[config.mk]
export PLATFORM = sky130hd
export DESIGN_NAME = ipv4_cidr_text_scanner_unit
export DESIGN_NICKNAME = d
export VERILOG_FILES = /design/src/sv/icsc_pkg.sv /design/src/sv/icsc_step.sv /design/src/sv/ipv4_cidr_text_scanner_unit.sv
export SDC_FILE = /design/constraint.sdc
export NUM_CORES = 1
export LEC_CHECK = 0
export ABC_AREA = 1
export BUFFER_PORTS_ARGS = -buffer_cell sky130_fd_sc_hd__clkbuf_2
export CAP_MARGIN = 10
export CORE_MARGIN = 2
export CORE_UTILIZATION = 50
export DETAILED_ROUTE_END_ITERATION = 10
export GPL_TIMING_DRIVEN = 0
export PLACE_DENSITY_LB_ADDON = 0.15
export SLEW_MARGIN = 20
export SYNTH_ARGS = -nofsm -noshare
export SYNTH_HDL_FRONTEND = slang
export SYNTH_HIERARCHICAL = 1
export SYNTH_SLANG_ARGS = --single-unit
export TNS_END_PERCENT = 10
[constraint.sdc]
create_clock -name clk -period 3.6 [get_ports clk]
set_input_delay 0.9 -clock clk [delete_from_list [all_inputs] [get_ports clk]]
set_output_delay 0.9 -clock clk [all_outputs]
set_load 0.005 [all_outputs]
[src/sv/icsc_pkg.sv]
package icsc_pkg;

  // scanner state codes
  localparam logic [3:0] ST_SCAN = 4'd0;
  localparam logic [3:0] ST_OCT1 = 4'd1;
  localparam logic [3:0] ST_DOT1 = 4'd2;
  localparam logic [3:0] ST_OCT2 = 4'd3;
  localparam logic [3:0] ST_DOT2 = 4'd4;
  localparam logic [3:0] ST_OCT3 = 4'd5;
  localparam logic [3:0] ST_DOT3 = 4'd6;
  localparam logic [3:0] ST_OCT4 = 4'd7;
  localparam logic [3:0] ST_PFX1 = 4'd8;
  localparam logic [3:0] ST_PFX2 = 4'd9;

  localparam logic [7:0] CH_DOT   = 8'h2E;
  localparam logic [7:0] CH_SLASH = 8'h2F;
  localparam logic [7:0] CH_ZERO  = 8'h30;
  localparam logic [7:0] CH_NINE  = 8'h39;

  localparam logic [6:0] DEFAULT_PREFIX = 7'd32;
  localparam logic [7:0] INDEX_MAX      = 8'hFF;

  typedef struct packed {
    logic [3:0]  state;
    logic [31:0] addr;
    logic [7:0]  octet;
    logic [6:0]  prefix;
  } scan_t;

  typedef struct packed {
    logic        valid;
    logic [31:0] address;
    logic [6:0]  prefix_len;
  } emit_t;

  localparam scan_t SCAN_RESET = '{
    state:  ST_SCAN,
    addr:   32'd0,
    octet:  8'd0,
    prefix: DEFAULT_PREFIX
  };

endpackage

[src/sv/icsc_step.sv]
module icsc_step (
  input  icsc_pkg::scan_t cur_i,
  input  logic [7:0]      text_byte_i,
  input  logic            line_end_i,
  output icsc_pkg::scan_t nxt_o,
  output icsc_pkg::emit_t emit_o
);
  import icsc_pkg::*;

  logic       digit;
  logic [3:0] d;
  logic [7:0] oct_acc;
  logic [6:0] pfx_acc;
  logic [31:0] fold_addr;
  scan_t      scan_c;
  logic       done;
  logic       tail_fold;
  logic       tail_pfx;

  assign digit     = (text_byte_i >= CH_ZERO) && (text_byte_i <= CH_NINE);
  assign d         = text_byte_i[3:0];
  // decimal accumulate, wraps mod 256 / 128
  assign oct_acc   = 8'(cur_i.octet * 8'd10 + {4'd0, d});
  assign pfx_acc   = 7'(cur_i.prefix * 7'd10 + {3'd0, d});
  assign fold_addr = {cur_i.addr[23:0], cur_i.octet};

  always_comb begin
    scan_c = cur_i;
    done   = 1'b0;
    case (cur_i.state)
      ST_SCAN: begin
        if (digit) begin
          scan_c.addr  = 32'd0;
          scan_c.octet = {4'd0, d};
          scan_c.state = ST_OCT1;
        end
      end
      ST_OCT1, ST_OCT2, ST_OCT3: begin
        if (digit) begin
          scan_c.octet = oct_acc;
        end else if (text_byte_i == CH_DOT) begin
          scan_c.state = 4'(cur_i.state + 4'd1);
        end else begin
          scan_c.state = ST_SCAN;
        end
      end
      ST_DOT1: begin
        if (digit) begin
          scan_c.addr  = {24'd0, cur_i.octet};
          scan_c.octet = {4'd0, d};
          scan_c.state = ST_OCT2;
        end else begin
          scan_c.state = ST_SCAN;
        end
      end
      ST_DOT2, ST_DOT3: begin
        if (digit) begin
          scan_c.addr  = fold_addr;
          scan_c.octet = {4'd0, d};
          scan_c.state = 4'(cur_i.state + 4'd1);
        end else begin
          scan_c.state = ST_SCAN;
        end
      end
      ST_OCT4: begin
        if (digit) begin
          scan_c.octet = oct_acc;
        end else if (text_byte_i == CH_SLASH) begin
          scan_c.addr  = fold_addr;
          scan_c.octet = 8'd0;
          scan_c.state = ST_PFX1;
        end else begin
          scan_c.addr  = fold_addr;
          scan_c.octet = 8'd0;
          done         = 1'b1;
        end
      end
      ST_PFX1: begin
        if (digit) begin
          scan_c.prefix = {3'd0, d};
          scan_c.state  = ST_PFX2;
        end else begin
          scan_c.prefix = DEFAULT_PREFIX;
          done          = 1'b1;
        end
      end
      ST_PFX2: begin
        if (digit) begin
          scan_c.prefix = pfx_acc;
        end
        done = 1'b1;
      end
      default: begin
        scan_c.state = ST_SCAN;
      end
    endcase
  end

  // line end flushes a pending complete address
  assign tail_fold = line_end_i && !done && (scan_c.state == ST_OCT4);
  assign tail_pfx  = line_end_i && !done &&
                     ((scan_c.state == ST_PFX1) || (scan_c.state == ST_PFX2));

  assign emit_o.valid      = done || tail_fold || tail_pfx;
  assign emit_o.address    = tail_fold ? {scan_c.addr[23:0], scan_c.octet} : scan_c.addr;
  assign emit_o.prefix_len = scan_c.prefix;

  assign nxt_o = (done || line_end_i) ? SCAN_RESET : scan_c;

endmodule

[src/sv/ipv4_cidr_text_scanner_unit.sv]
// IPv4 dotted-quad / CIDR scanner.
//
// Input channel: one text byte per word (in_text_byte) plus in_line_end,
// which marks the last byte of a line. A word is taken on a clock edge with
// in_valid high and in_stall low.
// Output channel: one word per address found: out_address (first octet in
// bits 31:24), out_prefix_len (32 when no prefix digits), and
// out_index_in_line (count of addresses so far in the line, saturating at
// 255). Taken on an edge with out_valid high and out_stall low.
//
// Result: the word and out_valid are registered when the byte that ends
// the address is taken (terminator byte, second prefix digit, or the line-end byte).
// Throughput: one byte per cycle while in_stall is low. The scanner state
// updates through a short decode/accumulate path and feeds a single output register.
//
// Stall: in_stall is raised only while the output register holds a word and
// out_stall is high; the held word does not change until it is taken.
// Reset (rst_n low, synchronous): scanner returns to searching for a first
// digit, the line's address count clears and out_valid drops.
module ipv4_cidr_text_scanner_unit (
  input  logic        clk,
  input  logic        rst_n,
  input  logic        in_valid,
  output logic        in_stall,
  input  logic [7:0]  in_text_byte,
  input  logic        in_line_end,
  output logic        out_valid,
  input  logic        out_stall,
  output logic [31:0] out_address,
  output logic [6:0]  out_prefix_len,
  output logic [7:0]  out_index_in_line
);
  import icsc_pkg::*;

  scan_t       scan_r;
  scan_t       scan_nxt;
  emit_t       emit;
  logic [7:0]  found_r;
  logic [7:0]  found_nxt;
  logic        out_valid_r;
  logic        out_valid_nxt;
  logic [31:0] out_address_r;
  logic [6:0]  out_prefix_r;
  logic [7:0]  out_index_r;
  logic        in_take;

  // output register can be refilled in the same cycle it is drained
  assign in_stall = out_valid_r && out_stall;
  assign in_take  = in_valid && !in_stall;

  icsc_step u_step (
    .cur_i       (scan_r),
    .text_byte_i (in_text_byte),
    .line_end_i  (in_line_end),
    .nxt_o       (scan_nxt),
    .emit_o      (emit)
  );

  // per-line address count; cleared after the line's last byte
  always_comb begin
    found_nxt = found_r;
    if (emit.valid && (found_r != INDEX_MAX)) begin
      found_nxt = 8'(found_r + 8'd1);
    end
    if (in_line_end) begin
      found_nxt = 8'd0;
    end
  end

  always_comb begin
    out_valid_nxt = out_valid_r;
    if (in_take) begin
      out_valid_nxt = emit.valid;
    end else if (!out_stall) begin
      out_valid_nxt = 1'b0;
    end
  end

  always_ff @(posedge clk) begin
    if (!rst_n) begin
      scan_r      <= SCAN_RESET;
      found_r     <= 8'd0;
      out_valid_r <= 1'b0;
    end else begin
      out_valid_r <= out_valid_nxt;
      if (in_take) begin
        scan_r  <= scan_nxt;
        found_r <= found_nxt;
      end
    end
  end

  // payload, no reset
  always_ff @(posedge clk) begin
    if (in_take && emit.valid) begin
      out_address_r <= emit.address;
      out_prefix_r  <= emit.prefix_len;
      out_index_r   <= found_r;
    end
  end

  assign out_valid         = out_valid_r;
  assign out_address       = out_address_r;
  assign out_prefix_len    = out_prefix_r;
  assign out_index_in_line = out_index_r;

endmodule

==> flow_metrics.py, run 1 <==
metrics = {
    "yosys": {
        "synth_edf_count": 47,
        "synth_flop_cell": "dfxtp_1",
        "ys_seq_area_frac": 0.364,
        "synthCells": 1039,
        "async_flop_share": 0,
        "ys_warn_count": 6,
        "synth_cell_types": 37,
        "ys_ff_latch": 107,
        "syn_area_per_cell_sq_um": 6.90,
        "netlist_area_sq_um": 7170,
        "syn_nets": 1078,
        "synth_common_cells": "nand2_1 (246), nor2_1 (164), inv_1 (99), nand3_1 (92), o21ai_0 (78)",
        "synth_top_area_frac": 0.197,
        "synth_largest_area_cell": "edfxtp_1",
        "synth.most_common_cell": "nand2_1",
        "synth_top_cells_by_area": "edfxtp_1 (20%), dfxtp_1 (17%), nand2_1 (13%)",
    },
    "hold_path": {
        "min_path_type": "reg2reg",
    },
    "setup_path": {
        "crit_buf_inv": 5,
        "crit_arrival_ns": 3.36,
        "crit_path_start_kind": "flip-flop",
        "cpMaxStageDelayCell": "dfxtp_2",
        "slowest_delay_ns": 0.42,
        "critPathRequiredTime_ns": 3.66,
        "path_class": "reg2reg",
        "cp_cell_sequence": "inv_1 -> ha_1 -> nor2_1 -> nor2_1 -> buf_2 -> nand3_1 -> nand2_1 -> a21oi_1 -> nand2_1 -> nor2_4 -> nand2_4 -> buf_6 -> nand3b_1 -> inv_1 -> nor2_4 -> buf_4",
        "crit_family": "simple AND/OR/NAND/NOR gates",
        "path_max_fanout": 10,
        "cp-end-kind": "flip-flop",
    },
    "drt": {
        "drtPass1Iterations": 5,
        "drc": 0,
        "ant_nets": 0,
        "viasPerCell": 5.51,
        "avgRoutedWirePerCell_um": 15.6,
        "drt_iter0_markers": 562,
        "wirelength_um": 20300,
        "num_vias": 7160,
    },
    "cts": {
        "clk_latency_ns": 0.35,
        "clkTransAtPathRegs_ns": 0.07,
        "cts_made_buffers": 9,
        "cts_htree_levels": 3,
        "clock-sinks": 107,
        "ctsLongestPathBuffers": 2,
        "cts_tree": "yes",
        "root_buffer": "clkbuf_16",
    },
    "global_route": {
        "antenna_found_initial": 0,
        "grt_start_max_net_pins": 32,
        "grt_pass1_vias": 6311,
        "grt_pass1_wl_um": 32000,
        "grt_usage": 0.273,
        "overflow": 0,
    },
    "die": {
        "die_area_sq_um": 15300,
        "rows": 43,
        "die_w_um": 124,
        "top_level_ports": 62,
        "initial_core_util": 0.514,
        "coreArea_sq_um": 13900,
        "die-height_um": 124,
    },
    "pwr": {
        "vdd_ir_drop_max_mv": 0.215,
        "pwr-share-comb": 0.200,
        "p_int_mw": 2.04,
        "p_sw_frac": 0.308,
        "p_seq_frac": 0.467,
        "leakagePower_nw": 3.66,
        "clkPwrFrac": 0.334,
        "powerDensity_nw_per_um2": 367,
        "netSwitchingPower_mw": 0.907,
    },
    "place": {
        "gp_congestion": 0.934,
        "hpwl_um": 15200,
        "place_area_sq_um": 7710,
        "pre_cts_slack_ns": -0.273,
        "port-buffer-count": 60,
        "place_inst": 1280,
    },
    "sta": {
        "period_share": 0.917,
        "finalCriticalPeriod_ns": 3.30,
        "timing.fmax_mhz": 303,
        "relSlewSlack": 0.502,
        "finalHoldViolations": 0,
        "worst_pin_slew_ns": 0.748,
        "finClkSkew_ns": 0.00676,
        "rsz0062_at_grt": "no",
        "setup_slack_ns": 0.299,
        "setup-tns-final_ns": 0,
        "final_max_slew_viol_count": 0,
        "setup_viol_count_final": 0,
    },
    "outcome": {
        "outcome": "finished, final reports clean",
    },
    "flow_run": {
        "maxCapViolCount": 0,
    },
    "layout": {
        "stdcell_count": 1299,
        "antenna_cells": 0,
        "drive_gt1_frac": 0.134,
        "nets": 1153,
        "post-route-cell-area_sq_um": 8030,
        "area_growth_pct": 12.1,
    },
}
## sequential cells by signal (all words and copies together), names as in the netlist
signal             cells
scan_r                51
out_address           32
found_r                8
out_index_in_line      8
out_prefix_len         7
out_valid              1
## metal layers
layer,GRT usage,up-vias,part of all wire
met3,0.0311,40,0.065
met4,0.109,0,0.027
met5,0,-,0
met1,0.377,3298,0.45
li1,-,3555,-
met2,0.439,267,0.45
## tightest hold or removal path, stage by stage, from the launching register on
cell and delay (ns):
dfxtp_1 0.33, nor2_1 0.05, nor2_1 0.08
## repair_timing
item / 4_1_cts / 5_1_grt
endpoints found under the setup margin: 39 / 46
gates resized for setup: 0 / 2
gates cloned: 0 / 0
pin swaps: 1 / 0
hold buffers: 0 / 0
setup buffers: 3 / 0
## area by class of cell
cell class | instances | area (sq um)
Buffer | 49 | 258
Clock buffer | 10 | 250
Clock inverter | 6 | 43.8
Fill cell | 1356 | 5900
Inverter | 109 | 410
Multi-Input combinational cell | 774 | 3890
Sequential cell | 107 | 2620
Tap cell | 180 | 225
Timing Repair Buffer | 64 | 343
## cell families (layout without fill, tap and decap cells)
| family | Yosys count | in the layout | synth area share |
|---|---|---|---|
| and+or+nand+nor | 564 | 564 | 0.342 |
| DFF | 107 | 107 | 0.364 |
| adders and majority gates | 26 | 26 | 0.0496 |
| xor gates and xnor gates | 9 | 9 | 0.0110 |
| AOI/OAI and AO/OA | 175 | 175 | 0.140 |
| buffers and inverters | 158 | 238 | 0.0932 |
## worst paths after layout
check	from	to	slack [ns]	cells past startpoint
setup / recovery	scan_r[47]	out_prefix_len[1]	0.30	16
hold / removal	scan_r[20]	scan_r[20]	0.49	2
hold reg to reg	scan_r[20]	scan_r[20]	0.49	2
setup reg to reg	scan_r[47]	out_prefix_len[1]	0.30	16
## power groups by stage
stage	clock (mW)	combinational (mW)	sequential, mW
after floorplan	0	0.403	1.39
after global placement	0	0.563	1.40
after detailed placement	0	0.571	1.40
after CTS	1.00	0.577	1.37
after global routing	1.04	0.659	1.38
final	0.982	0.588	1.37
## per-stage QoR
step / power [mW] / hold slack (ns) / utilization
2_1_floorplan: 1.79 / 0.431 / -
3_3_place_gp: 1.96 / 0.463 / 0.552
4_1_cts: 2.95 / 0.491 / 0.576
3_5_place_dp: 1.97 / 0.475 / 0.554
6_report: 2.95 / 0.488 / 0.576
5_1_grt: 3.09 / 0.510 / 0.576
## cell usage in the layout, fill, tap and decap left out, drive strengths merged, types with 7 or more instances in the layout
cell type / netlist / routed
nand2: 257 / 257
inv: 108 / 110
dfxtp: 60 / 60
o22ai: 8 / 8
edfxtp: 47 / 47
and2: 13 / 13
nand4: 7 / 7
ha: 22 / 22
a21oi: 46 / 46
o21ai: 81 / 81
o211ai: 34 / 34
clkbuf: 21 / 91
nor2: 174 / 174
buf: 28 / 32
nor3: 9 / 9
nand3: 95 / 95
(Power assumes the default switching activity.)
==> inputs of run 2 (changes only) <==
- CELL_PAD_IN_SITES_DETAIL_PLACEMENT: default -> 0
- CELL_PAD_IN_SITES_GLOBAL_PLACEMENT: default -> 2
- CORE_UTILIZATION: 50 -> 31
==> run 2 against run 1 <==
Against the previous run: utilization down 21 points; non-clock buffer count up 2; critical endpoint is now out_address[5]; critical path type unchanged; sequential cell count unchanged; die area up 59%; clock-buffer cell count up 2; clock power up 4%; largest power group unchanged; worst hold slack worse by 0.021 ns; setup slack better by 0.023 ns; combinational power up 4.1%; sequential share of layout area down 0.71 points; register-to-register slack better by 0.02 ns; global-route usage down 6.3 points.
==> flow_metrics.py, run 2 (synthesis results as in run 1) <==
metrics = {
    "layout": {
        "final_cell_mix": "nand2_1 (246), nor2_1 (164), inv_1 (99)",
        "antenna_cells": 0,
        "area_growth_pct": 14.6,
        "nets": 1155,
        "largest-register": "scan_r",
        "drive_gt1_frac": 0.136,
        "largest_reg_flops": 51,
        "fillers": 2513,
        "final_common_cell": "nand2_1",
    },
    "drt": {
        "drtPass1Iterations": 5,
        "ant_nets": 0,
        "num_vias": 6943,
        "wirelength_um": 24600,
        "viasPerCell": 4.94,
        "drt_iter0_markers": 381,
        "drc": 0,
        "avgRoutedWirePerCell_um": 17.5,
    },
    "setup_path": {
        "path_max_fanout": 30,
        "slowest_delay_ns": 0.46,
        "r2r-start": "scan_r[48]",
        "rr_endpoint": "out_address[5]",
        "worstSetupEndpoint": "out_address[5]",
        "r2r_slack_ns": 0.32,
        "crit_family": "simple AND/OR/NAND/NOR gates",
        "reg2reg_depth": 17,
        "path_class": "reg2reg",
        "cpMaxStageDelayCell": "dfxtp_2",
        "crit_buf_inv": 6,
        "crit_arrival_ns": 3.34,
        "cp_cell_sequence": "inv_1 -> ha_1 -> nor2_1 -> nor2_1 -> buf_2 -> nand3_1 -> nand2_1 -> a21oi_2 -> nand2_1 -> nor2_4 -> nand2_4 -> buf_6 -> nand3b_1 -> inv_1 -> nor2_4 -> buf_16 -> buf_12",
        "path_depth": 17,
        "critPathRequiredTime_ns": 3.66,
        "crit_path_start_kind": "flip-flop",
        "critPathLaunch": "scan_r[48]",
        "cp-end-kind": "flip-flop",
    },
    "pwr": {
        "vdd_ir_drop_max_mv": 0.221,
        "leakagePower_nw": 3.67,
        "powerDensity_nw_per_um2": 367,
    },
    "sta": {
        "worst_pin_slew_ns": 0.746,
        "finalHoldViolations": 0,
        "finalCriticalPeriod_ns": 3.28,
        "final_max_slew_viol_count": 0,
        "setup_viol_count_final": 0,
        "period_share": 0.911,
        "setup-tns-final_ns": 0,
        "finClkSkew_ns": 0.0100,
        "relSlewSlack": 0.503,
        "timing.fmax_mhz": 305,
        "rsz0062_at_grt": "no",
        "whs_ns": 0.468,
    },
    "global_route": {
        "grt_pass1_wl_um": 39100,
        "grt_pass1_vias": 7037,
        "overflow": 0,
        "grt_usage": 0.211,
        "antenna_found_initial": 0,
        "grt_start_max_net_pins": 31,
    },
    "die": {
        "initial_core_util": 0.317,
        "die_w_um": 156,
        "rows": 55,
        "die-height_um": 156,
        "die_area_sq_um": 24400,
        "coreArea_sq_um": 22600,
        "top_level_ports": 62,
    },
    "place": {
        "port-buffer-count": 60,
        "gp_congestion": 0.872,
        "hpwl_um": 18800,
    },
    "cts": {
        "ctsLongestPathBuffers": 2,
        "cts_made_buffers": 9,
        "cts.hold.buffers_added": 0,
        "clkTransAtPathRegs_ns": 0.07,
        "cts_htree_levels": 3,
        "clock-sinks": 107,
        "clk_latency_ns": 0.36,
        "cts_tree": "yes",
        "root_buffer": "clkbuf_16",
    },
    "flow_run": {
        "maxCapViolCount": 0,
    },
    "hold_path": {
        "min_path_type": "reg2reg",
        "hp-start": "found_r[6]",
    },
    "outcome": {
        "outcome": "finished, final reports clean",
    },
}
run 2: cell types whose count changed in the layout (fill, tap and decap cells not counted), sizes merged:
cell      previous run  this run
buf                 32        34
clkbuf              91        93
clkinv               5         3
clkinvlp             0         1
inv                110       109
run 2: worst min-delay path by stage:
stage,endpoint,slack [ns],depth (start not counted)
floorplan,out_index_in_line[6],0.43,0
global placement,out_index_in_line[6],0.45,0
detailed placement,out_index_in_line[6],0.45,0
CTS,out_index_in_line[6],0.47,0
global route,out_index_in_line[6],0.49,0
finish,out_index_in_line[6],0.47,0
run 2: worst reg2reg max path, cell delays in order, from the launching register on:
cell	delay, ns
dfxtp_2	0.46
inv_1	0.12
ha_1	0.27
nor2_1	0.17
nor2_1	0.08
buf_2	0.19
nand3_1	0.10
nand2_1	0.09
a21oi_2	0.20
nand2_1	0.11
nor2_4	0.24
nand2_4	0.13
buf_6	0.18
nand3b_1	0.08
inv_1	0.06
nor2_4	0.14
buf_16	0.16
buf_12	0.20
run 2: cell type report:
cell class	instances	area, sq um	share of cell area
clock inverters	4	32.5	0.00396
clock buffers	12	268	0.0326
inverters	109	410	0.0500
well taps	285	357	0.0434
plain buffers	49	258	0.0314
flip-flops and latches	107	2620	0.318
repair buffers	66	378	0.0460
multi-input cells	774	3890	0.474
run 2: per-layer routing:
metal  vias up  share of wire  track usage
met5         -              0            0
met4         0          0.017       0.0498
met3        22          0.030       0.0258
met2       116           0.46        0.363
met1      3233           0.49        0.281
li1       3572              -            -
run 2: report_power, final:
group | internal [mW] | leakage [nW] | total, mW | switching [mW]
logic | 0.193 | 2.59 | 0.612 | 0.418
clock network | 0.537 | 0.146 | 1.02 | 0.486
registers | 1.33 | 0.931 | 1.38 | 0.0451
run 2: what timing repair did:
action / CTS / global route
hold endpoints to repair: 0 / 0
gates resized for setup: 1 / 3
endpoints found under the setup margin: 45 / 48
pin swaps: 1 / 1
buffers inserted: 1 / 3
run 2: per-stage QoR:
step / std cells / cell area, sq um / util / power (mW) / setup slack [ns]
final: 1406 / 8210 / 0.363 / 3.01 / 0.322
after global routing: 1406 / 8210 / 0.363 / 3.18 / 0.0461
after CTS: 1403 / 8180 / 0.361 / 3.06 / 0.0767
after detailed placement: 1386 / 7870 / 0.348 / 2.01 / -0.280
after global placement: 1384 / 7830 / 0.346 / 2.00 / -1.02
after floorplan: 1039 / 7170 / - / 1.79 / 0.0900
==> inputs of run 3 (changes only) <==
- BUFFER_PORTS_ARGS: -buffer_cell sky130_fd_sc_hd__clkbuf_2 -> default
- CORE_ASPECT_RATIO: default -> 0.6
- CORE_UTILIZATION: 31 -> 33
- DONT_BUFFER_PORTS: default -> 1
==> run 3 against run 2 <==
Against the previous run: sequential cell count stayed put; clock power is 5% higher; sequential power hardly changed; clock-buffer cell count is 3 lower; register-to-register slack better by 0.07 ns; worst hold slack better by 0.016 ns; power is 1.5% higher; cell count is 4.6% lower; utilization is 1.2 points higher; via count is 0.49% lower; routed wire length is 9.4% higher; combinational power is 2% lower; largest cell class unchanged.
==> flow_metrics.py, run 3 (synthesis results as in run 1) <==
metrics = {
    "sta": {
        "finalHoldViolations": 0,
        "relSlewSlack": 0.488,
        "final_max_slew_viol_count": 0,
        "setup_viol_count_final": 0,
        "worst_pin_slew_ns": 0.765,
        "timing.fmax_mhz": 312,
        "period_share": 0.890,
        "setup-tns-final_ns": 0,
        "finClkSkew_ns": 0.0114,
        "finalCriticalPeriod_ns": 3.20,
        "setup_slack_ns": 0.395,
        "rsz0062_at_grt": "no",
    },
    "cts": {
        "clock-sinks": 107,
        "clk_latency_ns": 0.37,
        "cts.hold.buffers_added": 0,
        "ctsLongestPathBuffers": 2,
        "cts_tree": "yes",
        "cts_htree_levels": 3,
        "clkTransAtPathRegs_ns": 0.08,
        "cts_made_buffers": 9,
        "root_buffer": "clkbuf_16",
    },
    "setup_path": {
        "reg2reg_depth": 18,
        "r2r-start": "scan_r[47]",
        "rr_endpoint": "out_address[28]",
        "path_class": "reg2reg",
        "worstSetupEndpoint": "out_address[28]",
        "critPathRequiredTime_ns": 3.65,
        "crit_path_start_kind": "flip-flop",
        "r2r_slack_ns": 0.40,
        "crit_arrival_ns": 3.25,
        "critPathLaunch": "scan_r[47]",
        "path_max_fanout": 21,
        "cp-end-kind": "flip-flop",
    },
    "layout": {
        "largest_reg_flops": 51,
        "nets": 1096,
        "final_cell_mix": "nand2_1 (246), nor2_1 (164), inv_1 (99)",
        "final_common_cell": "nand2_1",
        "drive_gt1_frac": 0.0895,
        "area_growth_pct": 10.4,
        "antenna_cells": 0,
        "largest-register": "scan_r",
        "fin_util": 0.374,
    },
    "die": {
        "die_area_sq_um": 23000,
        "top_level_ports": 62,
        "die-height_um": 118,
        "coreArea_sq_um": 21100,
        "die_w_um": 194,
        "initial_core_util": 0.339,
        "rows": 41,
    },
    "drt": {
        "drt_iter0_markers": 688,
        "drtPass1Iterations": 5,
        "avgRoutedWirePerCell_um": 20.1,
        "num_vias": 6909,
        "drc": 0,
        "wirelength_um": 27000,
        "viasPerCell": 5.15,
        "ant_nets": 0,
    },
    "place": {
        "pre_cts_slack_ns": -0.493,
        "port-buffer-count": 0,
        "gp_congestion": 0.867,
        "hpwl_um": 20500,
    },
    "global_route": {
        "overflow": 0,
        "top_usage_layer": "met1",
        "grtUsageMet2": 0.278,
        "grt_pass1_wl_um": 40000,
        "grt_usage": 0.233,
        "antenna_found_initial": 0,
        "grt_start_max_net_pins": 28,
        "use_met3": 0.0494,
        "met1_usage": 0.404,
        "grt_pass1_vias": 6159,
    },
    "pwr": {
        "pwr-share-comb": 0.197,
        "vdd_ir_drop_max_mv": 0.234,
        "clkPwrFrac": 0.351,
        "p_int_mw": 2.06,
        "netSwitchingPower_mw": 0.995,
        "powerDensity_nw_per_um2": 386,
        "leakagePower_nw": 3.43,
        "p_total_mw": 3.06,
        "p_sw_frac": 0.326,
        "p_seq_frac": 0.452,
    },
    "flow_run": {
        "maxCapViolCount": 0,
    },
    "outcome": {
        "outcome": "finished, final reports clean",
    },
    "hold_path": {
        "min_path_type": "reg2reg",
    },
}
==> run 3: changes by cell type in the layout (fill, tap and decap cells not counted) <==
| cell | before | now |
|---|---|---|
| dfxtp_2 | 2 | 0 |
| clkbuf_8 | 1 | 0 |
| buf_6 | 4 | 6 |
| buf_12 | 1 | 0 |
| dfxtp_4 | 0 | 2 |
| buf_16 | 1 | 0 |
| clkbuf_2 | 60 | 0 |
| clkinv_4 | 1 | 0 |
| bufinv_16 | 0 | 1 |
| inv_6 | 0 | 3 |
| clkbuf_1 | 22 | 21 |
==> run 3: how the worst min path moves through the flow <==
stage                           from              endpoint  slack [ns]  cells after the start
after floorplan           found_r[6]  out_index_in_line[6]        0.43                      0
after global placement    scan_r[22]            scan_r[22]        0.46                      2
after detailed placement  scan_r[35]            scan_r[35]        0.47                      2
after CTS                 scan_r[35]            scan_r[35]        0.49                      2
after global routing      scan_r[25]            scan_r[25]        0.52                      2
final                     scan_r[35]            scan_r[35]        0.48                      2
==> run 3: per-layer routing <==
layer / vias up / wire length (um)
li1: 3443 / -
met3: 13 / 1960
met2: 216 / 9450
met4: 0 / 173
met1: 3237 / 15400
met5: - / 0
==> run 3: critical path: stages (launching register included) <==
cell,delay [ns]
dfxtp_4,0.38
inv_1,0.15
ha_1,0.28
nor2_1,0.09
nor2_1,0.14
buf_2,0.28
nand2_1,0.08
nand2_1,0.06
nor2_1,0.05
nor2_1,0.08
nor2_1,0.08
nor2_4,0.16
nand2_4,0.13
buf_6,0.18
nand3b_1,0.09
inv_1,0.07
nor2_4,0.14
buf_4,0.17
buf_6,0.27
==> run 3: through the flow <==
step / std cells / hold WS [ns] / instance area [sq um]
after detailed placement: 1320 / 0.470 / 7560
after global routing: 1341 / 0.517 / 7920
after CTS: 1338 / 0.489 / 7890
after global placement: 1318 / 0.462 / 7520
after floorplan: 1039 / 0.431 / 7170
final: 1341 / 0.483 / 7920
==> run 3: final cells by class <==
| cell class | instances | area, sq um |
|---|---|---|
| well taps | 279 | 349 |
| flip-flops and latches | 107 | 2620 |
| clock buffers | 9 | 225 |
| inverters | 109 | 410 |
| fillers | 2340 | 13200 |
| multi-input cells | 774 | 3890 |
| clock inverters | 7 | 80.1 |
| plain buffers | 49 | 258 |
| repair buffers | 7 | 77.6 |
==> run 3: timing repair <==
item,CTS,global route
pin swaps,3,2
setup buffers,2,2
endpoints found under the hold margin,0,0
setup endpoints to repair,49,34
gates cloned,0,2
resized for setup,1,6
==> run 3: power groups by stage <==
stage / logic, mW / registers (mW) / clock network (mW)
2_1_floorplan: 0.403 / 1.39 / 0
3_3_place_gp: 0.578 / 1.41 / 0
3_5_place_dp: 0.583 / 1.41 / 0
4_1_cts: 0.587 / 1.38 / 1.10
5_1_grt: 0.669 / 1.39 / 1.15
6_report: 0.601 / 1.38 / 1.07
